**config.mk**
```make
export PLATFORM = sky130hd
export DESIGN_NAME = seq_reorder_receive_buffer
export DESIGN_NICKNAME = d
export VERILOG_FILES = /design/src/hw/rtl/srrb_pkg.sv /design/src/hw/rtl/seq_reorder_receive_buffer.sv /design/src/hw/rtl/srrb_ctrl.sv /design/src/hw/rtl/srrb_dpath.sv
export SDC_FILE = /design/constraint.sdc
export NUM_CORES = 1
export LEC_CHECK = 0
export CAP_MARGIN = 20
export CORE_AREA = 2 2 335 271
export DETAILED_ROUTE_END_ITERATION = 8
export DIE_AREA = 0 0 337 273
export DONT_BUFFER_PORTS = 1
export HOLD_SLACK_MARGIN = 0.02
export PLACE_DENSITY = 0.59
export REMOVE_ABC_BUFFERS = 1
export SYNTH_ARGS = -nofsm -noshare
export SYNTH_HDL_FRONTEND = slang
export SYNTH_SLANG_ARGS = --single-unit
export TNS_END_PERCENT = 20
```
**constraint.sdc**
```tcl
create_clock -name clk_i -period 10.5 [get_ports clk_i]
set_input_delay 0.525 -clock clk_i [delete_from_list [all_inputs] [get_ports clk_i]]
set_output_delay 0.525 -clock clk_i [all_outputs]
set_load 0.02 [all_outputs]
```
**src/hw/rtl/srrb_pkg.sv**
```systemverilog
// Shared types, codes and defaults of the sequence reorder receive buffer.
package srrb_pkg;

  localparam int unsigned WINDOW_DEF      = 16;
  localparam int unsigned HANDLE_BITS_DEF = 16;

  localparam int unsigned OP_W     = 2;
  localparam int unsigned SEQ_W    = 32;
  localparam int unsigned ACTION_W = 8;
  localparam int unsigned HANDLE_W = 16;
  localparam int unsigned KIND_W   = 2;
  localparam int unsigned BURST_W  = 4;
  localparam int unsigned CFG_IDX_W  = 1;
  localparam int unsigned CFG_DATA_W = 8;

  localparam logic [OP_W-1:0] OP_DATA  = 2'd0;
  localparam logic [OP_W-1:0] OP_TICK  = 2'd1;
  localparam logic [OP_W-1:0] OP_RESET = 2'd2;

  localparam logic [KIND_W-1:0] KIND_ACK     = 2'd0;
  localparam logic [KIND_W-1:0] KIND_DELIVER = 2'd1;
  localparam logic [KIND_W-1:0] KIND_REQUEST = 2'd2;
  localparam logic [KIND_W-1:0] KIND_DROP    = 2'd3;

  localparam logic [CFG_IDX_W-1:0] REG_MORE_CODE    = 1'd0;
  localparam logic [CFG_IDX_W-1:0] REG_RESEND_BURST = 1'd1;

  localparam logic [ACTION_W-1:0] MORE_CODE_RESET = 8'd0;
  localparam logic [BURST_W-1:0]  BURST_RESET     = 4'd10;

  // Commands from the controller to the datapath.
  typedef struct packed {
    logic latch_in;
    logic clear_start;
    logic clear_step;
    logic set_req_en;
    logic store;
    logic rd_ne;
    logic deliver;
    logic srch_init;
    logic rd_scan;
    logic srch_next;
    logic req_init;
    logic req_emit;
    logic finish;
  } cmd_t;

  // Status from the datapath to the controller.
  typedef struct packed {
    logic rd_valid;
    logic clr_done;
    logic scan_end;
    logic req_done;
    logic out_free;
    logic req_en;
  } status_t;

endpackage

```
**src/hw/rtl/seq_reorder_receive_buffer.sv**
```systemverilog
// Top level of the sequence reorder receive buffer: controller plus datapath.
// A data packet is stored, delivers in order and, with requests enabled, searches the window
// and issues resend requests. Output stalls hold the controller. The window memory has one
// registered read port.
// After rst_ni, and after a buffer reset, a clearing sweep of the window runs with input stalled.
module seq_reorder_receive_buffer #(
  parameter int unsigned WINDOW      = srrb_pkg::WINDOW_DEF,
  parameter int unsigned HANDLE_BITS = srrb_pkg::HANDLE_BITS_DEF
) (
  input  logic                             clk_i,
  input  logic                             rst_ni,
  // input transaction
  input  logic                             in_valid_i,
  output logic                             in_stall_o,
  input  logic [srrb_pkg::OP_W-1:0]        op_i,
  input  logic [srrb_pkg::SEQ_W-1:0]       seq_i,
  input  logic [srrb_pkg::ACTION_W-1:0]    action_i,
  input  logic [srrb_pkg::HANDLE_W-1:0]    payload_handle_i,
  // result transaction
  output logic                             out_valid_o,
  input  logic                             out_stall_i,
  output logic [srrb_pkg::KIND_W-1:0]      kind_o,
  output logic [srrb_pkg::SEQ_W-1:0]       out_seq_o,
  output logic [srrb_pkg::ACTION_W-1:0]    out_action_o,
  output logic [srrb_pkg::HANDLE_W-1:0]    out_handle_o,
  output logic                             message_end_o,
  output logic                             last_o,
  // configuration writes
  input  logic                             cfg_we_i,
  input  logic [srrb_pkg::CFG_IDX_W-1:0]   cfg_idx_i,
  input  logic [srrb_pkg::CFG_DATA_W-1:0]  cfg_wdata_i
);

  // The controller walks one packet at a time: store, deliver in order, search for
  // the first gap end, issue resend requests. The datapath holds each result in a
  // pending register until the next one appears, so the final one can carry last.
  srrb_pkg::cmd_t    cmd;
  srrb_pkg::status_t status;

  srrb_ctrl u_ctrl (
    .clk_i      (clk_i),
    .rst_ni     (rst_ni),
    .in_valid_i (in_valid_i),
    .op_i       (op_i),
    .in_stall_o (in_stall_o),
    .status_i   (status),
    .cmd_o      (cmd)
  );

  srrb_dpath #(
    .WINDOW      (WINDOW),
    .HANDLE_BITS (HANDLE_BITS)
  ) u_dpath (
    .clk_i            (clk_i),
    .rst_ni           (rst_ni),
    .seq_i            (seq_i),
    .action_i         (action_i),
    .payload_handle_i (payload_handle_i),
    .cfg_we_i         (cfg_we_i),
    .cfg_idx_i        (cfg_idx_i),
    .cfg_wdata_i      (cfg_wdata_i),
    .cmd_i            (cmd),
    .status_o         (status),
    .out_stall_i      (out_stall_i),
    .out_valid_o      (out_valid_o),
    .kind_o           (kind_o),
    .out_seq_o        (out_seq_o),
    .out_action_o     (out_action_o),
    .out_handle_o     (out_handle_o),
    .message_end_o    (message_end_o),
    .last_o           (last_o)
  );

`ifndef SYNTHESIS
  // A result is never pushed over one that is still stalled at the output.
  a_push_needs_room: assert property (@(posedge clk_i) disable iff (!rst_ni)
    (cmd.deliver || cmd.req_emit || cmd.finish) |-> status.out_free)
    else $error("result pushed while output register is blocked");

  // Only one source writes the window memory in a cycle.
  a_one_writer: assert property (@(posedge clk_i) disable iff (!rst_ni)
    $onehot0({cmd.clear_step, cmd.store, cmd.deliver}))
    else $error("conflicting window memory writes");

  // A data packet holds off the next transaction while it is processed.
  a_data_busy: assert property (@(posedge clk_i) disable iff (!rst_ni)
    (in_valid_i && !in_stall_o && op_i == srrb_pkg::OP_DATA) |=> in_stall_o)
    else $error("input taken while a data packet is in progress");

  // A buffer reset starts the clearing sweep with input stalled.
  a_clear_busy: assert property (@(posedge clk_i) disable iff (!rst_ni)
    (in_valid_i && !in_stall_o && op_i == srrb_pkg::OP_RESET) |=> in_stall_o)
    else $error("input taken during window clear");
`endif

endmodule

```
**src/hw/rtl/srrb_ctrl.sv**
```systemverilog
// Sequencing state machine of the sequence reorder receive buffer.
module srrb_ctrl (
  input  logic                         clk_i,
  input  logic                         rst_ni,
  input  logic                         in_valid_i,
  input  logic [srrb_pkg::OP_W-1:0]    op_i,
  output logic                         in_stall_o,
  input  srrb_pkg::status_t            status_i,
  output srrb_pkg::cmd_t               cmd_o
);

  typedef enum logic [8:0] {
    S_CLEAR    = 9'b000000001,
    S_IDLE     = 9'b000000010,
    S_STORE    = 9'b000000100,
    S_DLV_RD   = 9'b000001000,
    S_DLV_CHK  = 9'b000010000,
    S_SRCH_RD  = 9'b000100000,
    S_SRCH_CHK = 9'b001000000,
    S_REQ      = 9'b010000000,
    S_FIN      = 9'b100000000
  } state_e;

  state_e state_q, state_d;

  assign in_stall_o = (state_q != S_IDLE);

  always_comb begin
    state_d = state_q;
    cmd_o   = '0;
    unique case (state_q)
      S_CLEAR: begin
        cmd_o.clear_step = 1'b1;
        if (status_i.clr_done) state_d = S_IDLE;
      end
      S_IDLE: begin
        if (in_valid_i) begin
          unique case (op_i)
            srrb_pkg::OP_DATA: begin
              cmd_o.latch_in = 1'b1;
              state_d        = S_STORE;
            end
            srrb_pkg::OP_TICK:  cmd_o.set_req_en = 1'b1;
            srrb_pkg::OP_RESET: begin
              cmd_o.clear_start = 1'b1;
              state_d           = S_CLEAR;
            end
            default: ;
          endcase
        end
      end
      S_STORE: begin
        cmd_o.store = 1'b1;
        state_d     = S_DLV_RD;
      end
      S_DLV_RD: begin
        cmd_o.rd_ne = 1'b1;
        state_d     = S_DLV_CHK;
      end
      S_DLV_CHK: begin
        if (status_i.rd_valid) begin
          if (status_i.out_free) begin
            cmd_o.deliver = 1'b1;
            state_d       = S_DLV_RD;
          end
        end else if (status_i.req_en) begin
          cmd_o.srch_init = 1'b1;
          state_d         = S_SRCH_RD;
        end else begin
          state_d = S_FIN;
        end
      end
      S_SRCH_RD: begin
        if (status_i.scan_end) begin
          state_d = S_FIN;
        end else begin
          cmd_o.rd_scan = 1'b1;
          state_d       = S_SRCH_CHK;
        end
      end
      S_SRCH_CHK: begin
        if (status_i.rd_valid) begin
          cmd_o.req_init = 1'b1;
          state_d        = S_REQ;
        end else begin
          cmd_o.srch_next = 1'b1;
          state_d         = S_SRCH_RD;
        end
      end
      S_REQ: begin
        if (status_i.req_done) begin
          state_d = S_FIN;
        end else if (status_i.out_free) begin
          cmd_o.req_emit = 1'b1;
        end
      end
      S_FIN: begin
        if (status_i.out_free) begin
          cmd_o.finish = 1'b1;
          state_d      = S_IDLE;
        end
      end
      default: state_d = S_CLEAR;
    endcase
  end

  always_ff @(posedge clk_i or negedge rst_ni) begin
    if (!rst_ni) begin
      state_q <= S_CLEAR;
    end else begin
      state_q <= state_d;
    end
  end

endmodule

```
**src/hw/rtl/srrb_dpath.sv**
```systemverilog
// Datapath of the sequence reorder receive buffer: window memory, counters, result registers.
module srrb_dpath #(
  parameter int unsigned WINDOW      = srrb_pkg::WINDOW_DEF,
  parameter int unsigned HANDLE_BITS = srrb_pkg::HANDLE_BITS_DEF
) (
  input  logic                               clk_i,
  input  logic                               rst_ni,
  input  logic [srrb_pkg::SEQ_W-1:0]         seq_i,
  input  logic [srrb_pkg::ACTION_W-1:0]      action_i,
  input  logic [srrb_pkg::HANDLE_W-1:0]      payload_handle_i,
  input  logic                               cfg_we_i,
  input  logic [srrb_pkg::CFG_IDX_W-1:0]     cfg_idx_i,
  input  logic [srrb_pkg::CFG_DATA_W-1:0]    cfg_wdata_i,
  input  srrb_pkg::cmd_t                     cmd_i,
  output srrb_pkg::status_t                  status_o,
  input  logic                               out_stall_i,
  output logic                               out_valid_o,
  output logic [srrb_pkg::KIND_W-1:0]        kind_o,
  output logic [srrb_pkg::SEQ_W-1:0]         out_seq_o,
  output logic [srrb_pkg::ACTION_W-1:0]      out_action_o,
  output logic [srrb_pkg::HANDLE_W-1:0]      out_handle_o,
  output logic                               message_end_o,
  output logic                               last_o
);

  localparam int unsigned IdxW = $clog2(WINDOW);
  localparam int unsigned KW   = $clog2(WINDOW + 1);
  localparam int unsigned HW   = (HANDLE_BITS < srrb_pkg::HANDLE_W) ? HANDLE_BITS
                                                                     : srrb_pkg::HANDLE_W;
  localparam int unsigned EntW = 1 + srrb_pkg::ACTION_W + HW;
  localparam int unsigned SW   = srrb_pkg::SEQ_W;
  localparam int unsigned AW   = srrb_pkg::ACTION_W;
  localparam int unsigned BW   = srrb_pkg::BURST_W;

  localparam logic [IdxW-1:0] LastIdx = IdxW'(WINDOW - 1);
  localparam logic [IdxW:0]   WinIdx  = (IdxW + 1)'(WINDOW);
  localparam logic [KW-1:0]   WinK    = KW'(WINDOW);

  function automatic logic [IdxW-1:0] idx_inc(input logic [IdxW-1:0] x);
    return (x == LastIdx) ? '0 : x + 1'b1;
  endfunction

  // configuration
  logic [AW-1:0] more_code_q;
  logic [BW-1:0] burst_q;

  // control state
  logic [SW-1:0]   ne_q;
  logic [IdxW-1:0] ne_idx_q;
  logic            req_en_q;
  logic [IdxW-1:0] clr_q;
  logic            out_valid_q;

  // working registers
  logic [SW-1:0]   s_q;
  logic [AW-1:0]   act_q;
  logic [HW-1:0]   hdl_q;
  logic [KW-1:0]   k_q;
  logic [SW-1:0]   scan_seq_q;
  logic [IdxW-1:0] scan_idx_q;
  logic [BW-1:0]   lim_q;
  logic [BW-1:0]   j_q;

  // pending result, held until the next one tells whether it is the last
  logic [srrb_pkg::KIND_W-1:0] pend_kind_q;
  logic [SW-1:0]               pend_seq_q;
  logic [AW-1:0]               pend_act_q;
  logic [HW-1:0]               pend_hdl_q;
  logic                        pend_end_q;

  logic [srrb_pkg::KIND_W-1:0] out_kind_q;
  logic [SW-1:0]               out_seq_q;
  logic [AW-1:0]               out_act_q;
  logic [HW-1:0]               out_hdl_q;
  logic                        out_end_q;
  logic                        out_last_q;

  // window memory
  logic [EntW-1:0] mem_q [WINDOW];
  logic [EntW-1:0] rd_q;
  logic            mem_we;
  logic [IdxW-1:0] mem_waddr;
  logic [EntW-1:0] mem_wdata;
  logic            rd_en;
  logic [IdxW-1:0] rd_addr;

  // classification of the latched packet
  logic [SW:0]     diff;
  logic            below;
  logic            in_win;
  logic [IdxW:0]   st_sum;
  logic [IdxW-1:0] st_idx;
  logic            out_load;
  logic            out_free;
  logic [AW-1:0]   rd_act;
  logic [HW-1:0]   rd_hdl;

  assign diff   = {1'b0, s_q} - {1'b0, ne_q};
  assign below  = (s_q < ne_q);
  assign in_win = !below && (diff < (SW + 1)'(WINDOW));
  assign st_sum = {1'b0, ne_idx_q} + {1'b0, diff[IdxW-1:0]};
  assign st_idx = (st_sum >= WinIdx) ? IdxW'(st_sum - WinIdx) : st_sum[IdxW-1:0];

  assign rd_act = rd_q[AW+HW-1:HW];
  assign rd_hdl = rd_q[HW-1:0];

  assign out_load = cmd_i.deliver | cmd_i.req_emit | cmd_i.finish;
  assign out_free = !out_valid_q || !out_stall_i;

  always_comb begin
    mem_we    = 1'b0;
    mem_waddr = ne_idx_q;
    mem_wdata = '0;
    if (cmd_i.clear_step) begin
      mem_we    = 1'b1;
      mem_waddr = clr_q;
    end else if (cmd_i.store) begin
      mem_we    = in_win;
      mem_waddr = st_idx;
      mem_wdata = {1'b1, act_q, hdl_q};
    end else if (cmd_i.deliver) begin
      mem_we    = 1'b1;
    end
  end

  assign rd_en   = cmd_i.rd_ne | cmd_i.rd_scan;
  assign rd_addr = cmd_i.rd_scan ? scan_idx_q : ne_idx_q;

  always_ff @(posedge clk_i) begin
    if (mem_we) mem_q[mem_waddr] <= mem_wdata;
  end

  always_ff @(posedge clk_i) begin
    if (rd_en) rd_q <= mem_q[rd_addr];
  end

  always_ff @(posedge clk_i or negedge rst_ni) begin
    if (!rst_ni) begin
      more_code_q <= srrb_pkg::MORE_CODE_RESET;
      burst_q     <= srrb_pkg::BURST_RESET;
      ne_q        <= SW'(1);
      ne_idx_q    <= IdxW'(1);
      req_en_q    <= 1'b0;
      clr_q       <= '0;
      out_valid_q <= 1'b0;
    end else begin
      if (cfg_we_i) begin
        case (cfg_idx_i)
          srrb_pkg::REG_MORE_CODE:    more_code_q <= cfg_wdata_i;
          srrb_pkg::REG_RESEND_BURST: burst_q     <= cfg_wdata_i[BW-1:0];
          default: ;
        endcase
      end
      if (cmd_i.clear_start) begin
        ne_q     <= SW'(1);
        ne_idx_q <= IdxW'(1);
        clr_q    <= '0;
      end
      if (cmd_i.clear_step) clr_q <= idx_inc(clr_q);
      if (cmd_i.deliver) begin
        ne_q     <= ne_q + 1'b1;
        ne_idx_q <= (ne_q == '1) ? '0 : idx_inc(ne_idx_q);
      end
      if (cmd_i.set_req_en || cmd_i.deliver) req_en_q <= 1'b1;
      else if (cmd_i.req_init)               req_en_q <= 1'b0;
      if (out_load)          out_valid_q <= 1'b1;
      else if (!out_stall_i) out_valid_q <= 1'b0;
    end
  end

  always_ff @(posedge clk_i) begin
    if (cmd_i.latch_in) begin
      s_q   <= seq_i;
      act_q <= action_i;
      hdl_q <= payload_handle_i[HW-1:0];
    end
    if (cmd_i.srch_init) begin
      k_q        <= KW'(1);
      scan_seq_q <= ne_q + 1'b1;
      scan_idx_q <= idx_inc(ne_idx_q);
    end else if (cmd_i.srch_next) begin
      k_q        <= k_q + 1'b1;
      scan_seq_q <= scan_seq_q + 1'b1;
      scan_idx_q <= idx_inc(scan_idx_q);
    end
    if (cmd_i.req_init) begin
      lim_q <= (32'(k_q) < 32'(burst_q)) ? BW'(k_q) : burst_q;
      j_q   <= '0;
    end else if (cmd_i.req_emit) begin
      j_q <= j_q + 1'b1;
    end
    if (out_load) begin
      out_kind_q <= pend_kind_q;
      out_seq_q  <= pend_seq_q;
      out_act_q  <= pend_act_q;
      out_hdl_q  <= pend_hdl_q;
      out_end_q  <= pend_end_q;
      out_last_q <= cmd_i.finish;
    end
    if (cmd_i.store) begin
      pend_kind_q <= (below || in_win) ? srrb_pkg::KIND_ACK : srrb_pkg::KIND_DROP;
      pend_seq_q  <= s_q;
      pend_act_q  <= '0;
      pend_hdl_q  <= '0;
      pend_end_q  <= 1'b0;
    end else if (cmd_i.deliver) begin
      pend_kind_q <= srrb_pkg::KIND_DELIVER;
      pend_seq_q  <= ne_q;
      pend_act_q  <= rd_act;
      pend_hdl_q  <= rd_hdl;
      pend_end_q  <= (rd_act != more_code_q);
    end else if (cmd_i.req_emit) begin
      pend_kind_q <= srrb_pkg::KIND_REQUEST;
      pend_seq_q  <= ne_q + SW'(j_q);
      pend_act_q  <= '0;
      pend_hdl_q  <= '0;
      pend_end_q  <= 1'b0;
    end
  end

  assign status_o.rd_valid = rd_q[EntW-1];
  assign status_o.clr_done = (clr_q == LastIdx);
  assign status_o.scan_end = (k_q == WinK) || (scan_seq_q == '0);
  assign status_o.req_done = (j_q == lim_q);
  assign status_o.out_free = out_free;
  assign status_o.req_en   = req_en_q;

  assign out_valid_o   = out_valid_q;
  assign kind_o        = out_kind_q;
  assign out_seq_o     = out_seq_q;
  assign out_action_o  = out_act_q;
  assign out_handle_o  = srrb_pkg::HANDLE_W'(out_hdl_q);
  assign message_end_o = out_end_q;
  assign last_o        = out_last_q;

endmodule
```
# After elaboration in Yosys (flattened, before gate mapping)
# Memories as Yosys holds them, arrays and structs flattened. A register that Yosys moved wholly into a read port is not among the register bits.
# Index checks and enable logic that the tools add are counted.
# op_classes
magnitude_cmp,4
eq_ne,26
bitwise_logic,4
addsub,11
reduce_logical,19
muxes,77
# op_table
op,count
2-to-1 mux 32 bit,7
one-hot mux 9 bit (9 select lines),1
2-to-1 mux 9 bit,8
"adder 32 x 1 -> 32 bit, second input constant",2
2-to-1 mux 4 bit,15
2-to-1 mux 25 bit,2
"< comparator 33 x 5 -> 1 bit, second input constant",1
subtractor 32 x 32 -> 33 bit,1
adder 32 x 4 -> 32 bit,1
"equality test 32 bit, second input constant",1
logical NOT 32 bit,1
< comparator 32 bit,1
2-to-1 mux 16 bit,2
2-to-1 mux 1 bit,30
2-to-1 mux 8 bit,3
one-hot mux 9 bit (2 select lines),1
"adder 4 x 1 -> 4 bit, second input constant",4
2-to-1 mux 2 bit,8
"equality test 4 bit, second input constant",3
nonzero test 2 bit,5
"equality test 9 x 1 -> 1 bit, second input constant",1
"equality test 9 x 2 -> 1 bit, second input constant",1
"equality test 9 x 3 -> 1 bit, second input constant",1
"equality test 9 x 4 -> 1 bit, second input constant",1
other kinds (28),40
# word_totals
memories,1
ram_bits,400
regBits,287
inputBits,72
# mem_list
memory,depth,width,rd,rd_clocked_by_memory_dff,write_ports,line,rtl
u_dpath.mem_q,16,25,1,1,1,srrb_dpath.sv:79,logic [EntW-1:0] mem_q [WINDOW];

# Logic depth before layout (Yosys ltp)
# Gate-level depths: netlist of the first run.
# depth
depth_word,10
depth_mapped,15
depth_no_buf,15

# By module
# Synthesis of the first run repeated with hierarchy kept, for this count alone.
# unflattened
hier_cells,2190
hier_area_um2,31295.0
# modules_own_cells
module,cells_each,area_per_inst_um2,seq_area_each_um2,n_inst
srrb_dpath,2102,30541.8,20504.7,1
srrb_ctrl,88,753.2,226.5,1

# Least setup slack after synthesis of the first run
# No wires, ideal clock.
# synth_path
kind,reg2reg
start,register u_ctrl.state_q[2]
end,"register u_dpath.act_q[0], enable pin"
path_buffers,0
setup_ns,0.539
synth_period_minus_slack_ns,5.940
arrival_ns,5.401
path_slack_ns,4.560
stages_incl_launch_ff,6
required_ns,9.961
path_cell_list,dfrtp_1 -> or4_1 -> nor3_1 -> and3_1 -> inv_1 -> nor3_1
# synth_lines
item,line,rtl
start: declaration,srrb_ctrl.sv:24,"state_e state_q, state_d;"
start signal: assignment,srrb_ctrl.sv:111,state_q <= state_d;
end signal: assignment,srrb_dpath.sv:174,act_q <= action_i;
end: declaration,srrb_dpath.sv:56,logic [AW-1:0] act_q;

# Worst setup path after layout of the first run
# layout_path
start,register u_dpath.ne_q[8]
end,"memory u_dpath.mem_q[4][15] (netlist name), enable pin"
# layout_via
elab_chain_cells,7
word_cells_on_any_way,9
classes_between,add/sub: 1; order compare: 2; mux: 4; reduce/logical: 2
# layout_lines
item,line,rtl
start: declaration,srrb_dpath.sv:48,logic [SW-1:0] ne_q;
start signal: assignment,srrb_dpath.sv:161,ne_q <= ne_q + 1'b1;
subtractor 32 x 32 -> 33 bit or < comparator 32 bit (tied branches),"srrb_dpath.sv:98, srrb_dpath.sv:99",
< comparator 33 x 5 -> 1 bit or logical NOT 1 bit (tied branches),srrb_dpath.sv:100,assign in_win = !below && (diff < (SW + 1)'(WINDOW));
logical AND 1 bit *,srrb_dpath.sv:100,
2-to-1 mux 1 bit *,srrb_dpath.sv:117,end else if (cmd_i.store) begin
2-to-1 mux 1 bit *,srrb_dpath.sv:114,if (cmd_i.clear_step) begin
2-to-1 mux 1 bit *,srrb_dpath.sv:130,if (mem_we) mem_q[mem_waddr] <= mem_wdata;
2-to-1 mux 1 bit (not written as such) *,srrb_dpath.sv:130,
end: declaration,srrb_dpath.sv:79,
# Every way passes the cells marked *; elsewhere a longest branch is shown, timed or not.

==> impl_metrics.yaml, run 1 <==
floorplan:
  placementRows: 98
  dieHeight_um: 273
  dieArea_mm2: 0.09200
  fp.coreArea_mm2: 0.08865
  io_pins: 134
  die_w_um: 337
  initial_utilization_pct: 34.69
logic_synthesis:
  syn_inst: 2122
  ys_types: 70
  netlist_area_mm2: 0.03075
  yosysSeqAreaShare_pct: 67.42
  synthArstFlopShare_pct: 8.848
  ys_warn_count: 0
  ys.flop_type: "edfxtp_1"
  synth-edff-count: 615
  ys_seq_elements: 712
  syn_area_per_cell_um2: 14.49
power:
  finalPower_mw: 7.473
  p_leak_nw: 11.73
  peakVddDrop_mv: 0.1205
  p_per_area_mw_per_mm2: 209.7
cells_and_area:
  num_antenna_cells: 0
  area_growth_pct: 15.86
  fillers: 8074
  drive_gt1_share_pct: 13.92
  fin_util_pct: 40.19
  stdcell_area_mm2: 0.03563
  nets: 2335
route:
  wl_um: 79980
  post_drt_wl_per_cell_um: 23.05
  antenna_left: 0
  drt_iter0_drc: 1900
  dr.pass1.iters: 5
  drcViolationCount: 0
  vias: 18550
  viasPerCell: 5.345
clocking:
  cts_buffer_depth: 3
  clock_latency_ns: 0.65
  path_clk_slew_ns: 0.06
  cts_tree: "yes"
  clock-sinks: 712
  cts_max_level: 3
  numCtsBuffers: 76
  cts_setup_buffers: 0
  cts_root_buf: "clkbuf_16"
global_routing:
  overflow: 0
  grt_pass1_vias: 18480
  antenna_found_initial: 0
  grt_pass1_wl_um: 118900
  grtUsageTotal_pct: 17.30
  grt_max_degree: 73
sta:
  tightestPinTransition_ns: 1.171
  setup_violations: 0
  setup-tns-final_ns: 0
  rsz0062_at_grt: "no"
  period_minus_slack_ns: 5.848
  fin_skew_ns: 0.04042
  fmax_mhz: 171.0
  slew_viol_final: 0
  relSlewSlack_pct: 21.22
  post-route-period-util_pct: 55.69
  finalHoldViolCount: 0
critical_path:
  cp.required_ns: 10.78
  critPathMaxStageDelay_ns: 0.90
  crit_slowest_cell: "a211oi_1"
  crit_path_cell_trace: "inv_1 > ha_1 > nand2_1 > a211oi_1 > mux2_2 > nor2_1 > nor4_1 > nand4_1 > or4b_1 > nor4b_4 > a22oi_2 > nor2_2 > buf_4"
  critPathTopFamily: "simple AND/OR/NAND/NOR gates"
  critPathBufInv: 2
  critPathLaunchType: "flop"
  crit_fanout: 19
  path_class: "flop to flop"
  crit_arrival_ns: 6.13
  critPathCaptureType: "flop"
placed_design:
  gp_congestion: 1.028
  place_hpwl_um: 50610
  place_area_mm2: 0.03235
  port_buffers: 0
status:
  status: "complete, no violations"
flow_run:
  cap_violations: 0
worst_hold_path:
  hold_path.class: "primary input to flop"
==> cells by family after synthesis <==
logic type,synth area share (%)
AOI/OAI and AO/OA,7.532
and+or+nand+nor,9.057
muxes,8.170
DFF,67.42
xor gates and xnor gates,3.560
buffers and inverters,1.994
adders and majority gates,2.270
==> metrics by stage <==
step	cells	setup slack [ns]	hold slack, ns
2_1_floorplan	2028	-1.304	0.2294
3_3_place_gp	3257	4.903	0.2371
3_5_place_dp	3261	4.875	0.2373
4_1_cts	3465	4.841	0.02171
5_1_grt	3470	4.440	0.02869
6_report	3470	4.652	0.06581
==> registers in the layout, summed over array words and instances, names as in the netlist, 5 cells and up <==
register / cells
u_ctrl.state_q: 9
u_dpath.act_q: 8
u_dpath.hdl_q: 16
u_dpath.k_q: 5
u_dpath.mem_q: 400
u_dpath.more_code_q: 8
u_dpath.ne_q: 32
u_dpath.out_action_o: 8
u_dpath.out_handle_o: 16
u_dpath.out_seq_o: 32
u_dpath.pend_act_q: 8
u_dpath.pend_hdl_q: 16
u_dpath.pend_seq_q: 32
u_dpath.rd_q: 25
u_dpath.s_q: 32
u_dpath.scan_seq_q: 32
==> repair_timing <==
item	in CTS	in global routing
hold endpoints to repair	127	0
hold buffers	65	0
resized for setup	0	0
==> worst reg2reg max path: stages (launching register included) <==
cell      delay, ns
dfrtp_1        0.59
inv_1          0.09
ha_1           0.46
nand2_1        0.25
a211oi_1       0.90
mux2_2         0.31
nor2_1         0.04
nor4_1         0.43
nand4_1        0.15
or4b_1         0.61
nor4b_4        0.51
a22oi_2        0.29
nor2_2         0.43
buf_4          0.42
==> Yosys cell counts (all sizes together) (18+ instances only) <==
library cell  count  area share [%]
xor2             26            0.74
ha               51             2.1
a21oi            54            0.92
o21ai           153             2.5
clkbuf           73            0.89
buf              21            0.32
a22o             27            0.77
and3             19            0.39
nand3            50            0.81
xnor2            99             2.8
a22oi            55             1.4
nand4            35            0.71
dfxtp            34             2.2
mux4            100             7.3
nor3             30            0.49
nor2            111             1.4
dfrtp            58             4.7
inv              64            0.78
edfxtp          615              60
and2             36            0.73
nor4             18            0.37
nand2           215             2.6
==> final timing paths <==
check                                        from                     end  slack, ns  cells after the start
min in group asynchronous                  rst_ni         u_dpath.ne_q[8]       0.46                      2
max in group asynchronous                  rst_ni      u_dpath.burst_q[3]       9.64                      2
min                                cfg_wdata_i[3]  u_dpath.more_code_q[3]       0.07                      1
min reg2reg                u_dpath.pend_seq_q[16]   u_dpath.out_seq_o[16]       0.42                      0
max reg2reg                       u_dpath.ne_q[8]    u_dpath.mem_q[4][15]       4.65                     13
max                               u_dpath.ne_q[8]    u_dpath.mem_q[4][15]       4.65                     13
==> layout make-up <==
class / count / area [um^2] / share of cell area, %
clock inverters: 36 / 405.4 / 1.138
well taps: 1200 / 1501 / 4.214
clock buffers: 103 / 2083 / 5.847
flip-flops and latches: 712 / 20730 / 58.19
multi-input cells: 1252 / 9569 / 26.86
inverters: 64 / 240.2 / 0.6743
repair buffers: 103 / 1096 / 3.076
==> layer usage <==
layer | up-vias | global-route usage, % | share of wire [%]
li1 | 8302 | - | -
met1 | 9436 | 24.72 | 44
met2 | 710 | 26.30 | 45
met3 | 99 | 4.364 | 8.1
met4 | 0 | 4.429 | 2.0
met5 | - | 0 | 0
==> report_power, final <==
part	leakage [nW]	switching, mW	internal (mW)
clock network	1.19	1.15	1.50
logic	3.89	0.780	0.575
registers	6.65	0.111	3.36
total	11.7	2.04	5.43
==> cells in the final DEF, fill, tap and decap left out, types with 13 or more instances in the layout <==
cell type      count
or3_1             13
buf_4             29
inv_1             61
a21oi_1           51
xor2_1            26
a31oi_1           14
o21ai_0          145
mux2_2            16
dlygate4sd3_1     64
nor2_1           102
nand2_1          215
nor3_1            21
nor4_1            18
clkbuf_16         77
xnor2_1           99
nand3_1           50
ha_1              51
edfxtp_1         615
nand4_1           35
and2_1            35
and3_1            19
a22oi_1           54
dfxtp_1           34
dfrtp_1           58
clkbuf_1          19
mux4_2           100
a22o_1            27
Power figures use the tool's default switching activity.
==> run 2, diff against run 1 <==
- ABC_AREA: not set -> 1
- CORE_AREA: 2 2 335 271 -> 2 2 347 280
- DIE_AREA: 0 0 337 273 -> 0 0 349 282
- clock period: 10.5 -> 5.7 ns (I/O delays scaled with it)
==> run 2 against run 1 <==
- worst setup slack got worse by 3.4 ns
- non-clock buffer count rose by 10
- clock skew fell by 0.010 ns
- core utilization fell by 0.15 points
- sequential power rose by 97%
- critical endpoint is now u_dpath.mem_q[5][14]
- largest cell class unchanged
- highest routed layer is now met5
==> impl_metrics.yaml, run 2 <==
status:
  status: "complete, no violations"
global_routing:
  grt_util_met2_pct: 27.83
  globalRouteMet1Util_pct: 28.52
  antenna_found_initial: 6
  grt_pass1_vias: 22630
  top_usage_layer: "met1"
  grtUsageTotal_pct: 19.20
  overflow: 0
  grt_pass1_wl_um: 142700
  met3_usage_pct: 3.945
  grt_max_degree: 90
cells_and_area:
  area_growth_pct: 14.65
  nets: 3522
  stdcell_area_mm2: 0.03790
  fillers: 9111
  final_cell_mix: "nand2_1, edfxtp_1, inv_1"
  drive_gt1_share_pct: 6.769
  largest_register_ffs: 400
  mostFrequentLayoutCell: "nand2_1"
  regMostFlops: "u_dpath.mem_q"
route:
  vias: 23830
  viasPerCell: 5.075
  wl_um: 95680
  dr.pass1.iters: 6
  post_drt_wl_per_cell_um: 20.38
  drcViolationCount: 0
  antenna_left: 0
  drt_iter0_drc: 2540
floorplan:
  initial_utilization_pct: 34.92
  fp.coreArea_mm2: 0.09465
  placementRows: 101
  dieArea_mm2: 0.09842
  dieHeight_um: 282
  die_w_um: 349
  io_pins: 134
logic_synthesis:
  synth-edff-count: 615
  syn_inst: 3320
  synthTopCellsByCount: "nand2_1, edfxtp_1, inv_1, nand3_1, nor2_1"
  ys_types: 56
  synth_top_area_share_pct: 55.87
  yosysMostFrequentCell: "nand2_1"
  syn_area_per_cell_um2: 9.956
  ys_warn_count: 0
  ys.flop_type: "edfxtp_1"
  netlist_area_mm2: 0.03306
  synth_area_leaders: "edfxtp_1, nand2_1, inv_1"
  synthArstFlopShare_pct: 8.848
  yosysSeqAreaShare_pct: 62.72
  ys_seq_elements: 712
  synth_area_leader_cell: "edfxtp_1"
power:
  finalPower_mw: 17.55
  p_per_area_mw_per_mm2: 463.2
  p_leak_nw: 15.25
  peakVddDrop_mv: 0.3260
sta:
  timing.hold.ws_ns: 0.06685
  tightestPinTransition_ns: 1.207
  relSlewSlack_pct: 19.46
  fin_skew_ns: 0.03045
  slew_viol_final: 0
  rsz0062_at_grt: "no"
  worst_slack_ns: 1.297
  finalHoldViolCount: 0
  period_minus_slack_ns: 4.403
  setup_violations: 0
  setup-tns-final_ns: 0
  post-route-period-util_pct: 77.25
  fmax_mhz: 227.1
flow_run:
  cap_violations: 0
clocking:
  cts_buffer_depth: 3
  cts_tree: "yes"
  numCtsBuffers: 77
  clock-sinks: 712
  clock_latency_ns: 0.65
  path_clk_slew_ns: 0.06
  cts_setup_buffers: 0
  cts_max_level: 3
  cts_root_buf: "clkbuf_16"
placed_design:
  port_buffers: 0
  gp_congestion: 0.9382
  place_hpwl_um: 64170
  place_area_mm2: 0.03462
  dp_slack_ns: 1.322
worst_hold_path:
  hold_path.class: "primary input to flop"
critical_path:
  crit_slowest_cell: "a21oi_4"
  cp.required_ns: 5.95
  critPathMaxStageDelay_ns: 1.01
  crit_fanout: 25
  critPathCaptureType: "flop"
  crit_path_cell_trace: "clkinv_1 > ha_1 > nand2_1 > o21ai_0 > nand2_1 > nand2_1 > nor2_1 > nor2_1 > nand2_1 > nor2_1 > nand2_1 > nor2_1 > nand3_1 > nor2_1 > nand2_2 > a21oi_4"
  path_class: "flop to flop"
  critPathLaunchType: "flop"
  crit_arrival_ns: 4.65
## run 2: cell count changes after synthesis, moves of 44 or more
cell / delta
nand2_1: +876
inv_1: +328
nand3_1: +216
mux4_2: -100
xnor2_1: -71
nor2_1: +56
a22oi_1: -50
xor2_1: +44
## run 2: cells by family (layout without fill, tap and decap cells)
kind of cell,count (synthesis),in the layout,synth area share [%]
and+or+nand+nor,1648,1648,20.77
muxes,6,6,0.1968
adders and majority gates,54,54,2.112
buffers and inverters,517,654,6.242
AOI/OAI and AO/OA,285,285,5.367
DFF,712,712,62.72
other,0,2,0
xor gates and xnor gates,98,98,2.597
## run 2: path summary, 6_finish.rpt
path,from,to,slack [ns],cells past startpoint
worst min-delay path,in_valid_i,u_dpath.ne_idx_q[0],0.07,4
worst max register to register,u_dpath.ne_q[26],u_dpath.mem_q[5][14],1.30,16
max in group asynchronous,rst_ni,u_dpath.burst_q[3],5.09,2
min in group asynchronous,rst_ni,u_dpath.ne_q[28],0.19,2
worst min register to register,u_dpath.pend_seq_q[16],u_dpath.out_seq_o[16],0.41,0
worst max-delay path,u_dpath.ne_q[26],u_dpath.mem_q[5][14],1.30,16
## run 2: worst max-delay path, delay by kind of cell, from the launching register on
family	cells	cell delay, ns
simple gates	12	1.56
compound gates	2	1.31
flops	1	0.33
fa+ha+maj	1	0.52
buf+inv	1	0.22
## run 2: stage by stage
stage | cells | utilization (%)
2_1_floorplan | 3204 | -
3_3_place_gp | 4475 | 36.58
3_5_place_dp | 4475 | 36.58
4_1_cts | 4691 | 39.98
5_1_grt | 4693 | 40.03
6_report | 4695 | 40.04
## run 2: timing repair
item / CTS / global route
resized for setup: 0 / 0
hold buffers: 76 / 0
hold endpoints to repair: 135 / 0
## run 2: power breakdown
part / switching (mW) / total (mW) / internal [mW]
Combinational: 4.13 / 5.80 / 1.67
Clock: 2.14 / 4.91 / 2.77
Sequential: 0.342 / 6.85 / 6.51
## run 2: per-layer routing
layer  wire length (um)  part of all wire (%)  up-vias
met5                 57                 0.060        -
met4               2661                   2.8        8
met3               7485                   7.8      162
met2              40610                    42      875
met1              44860                    47    11500
li1                   -                     -    11290
## run 2: cell type report
type,count,area (um^2),share of cell area [%]
multi-input cells,2091,10540,27.80
inverters,401,1506,3.975
clock buffers,96,2059,5.434
flip-flops and latches,712,20730,54.70
repair buffers,113,1126,2.971
clock inverters,44,387.9,1.023
well taps,1236,1546,4.081
diodes,2,5.005,0.01321
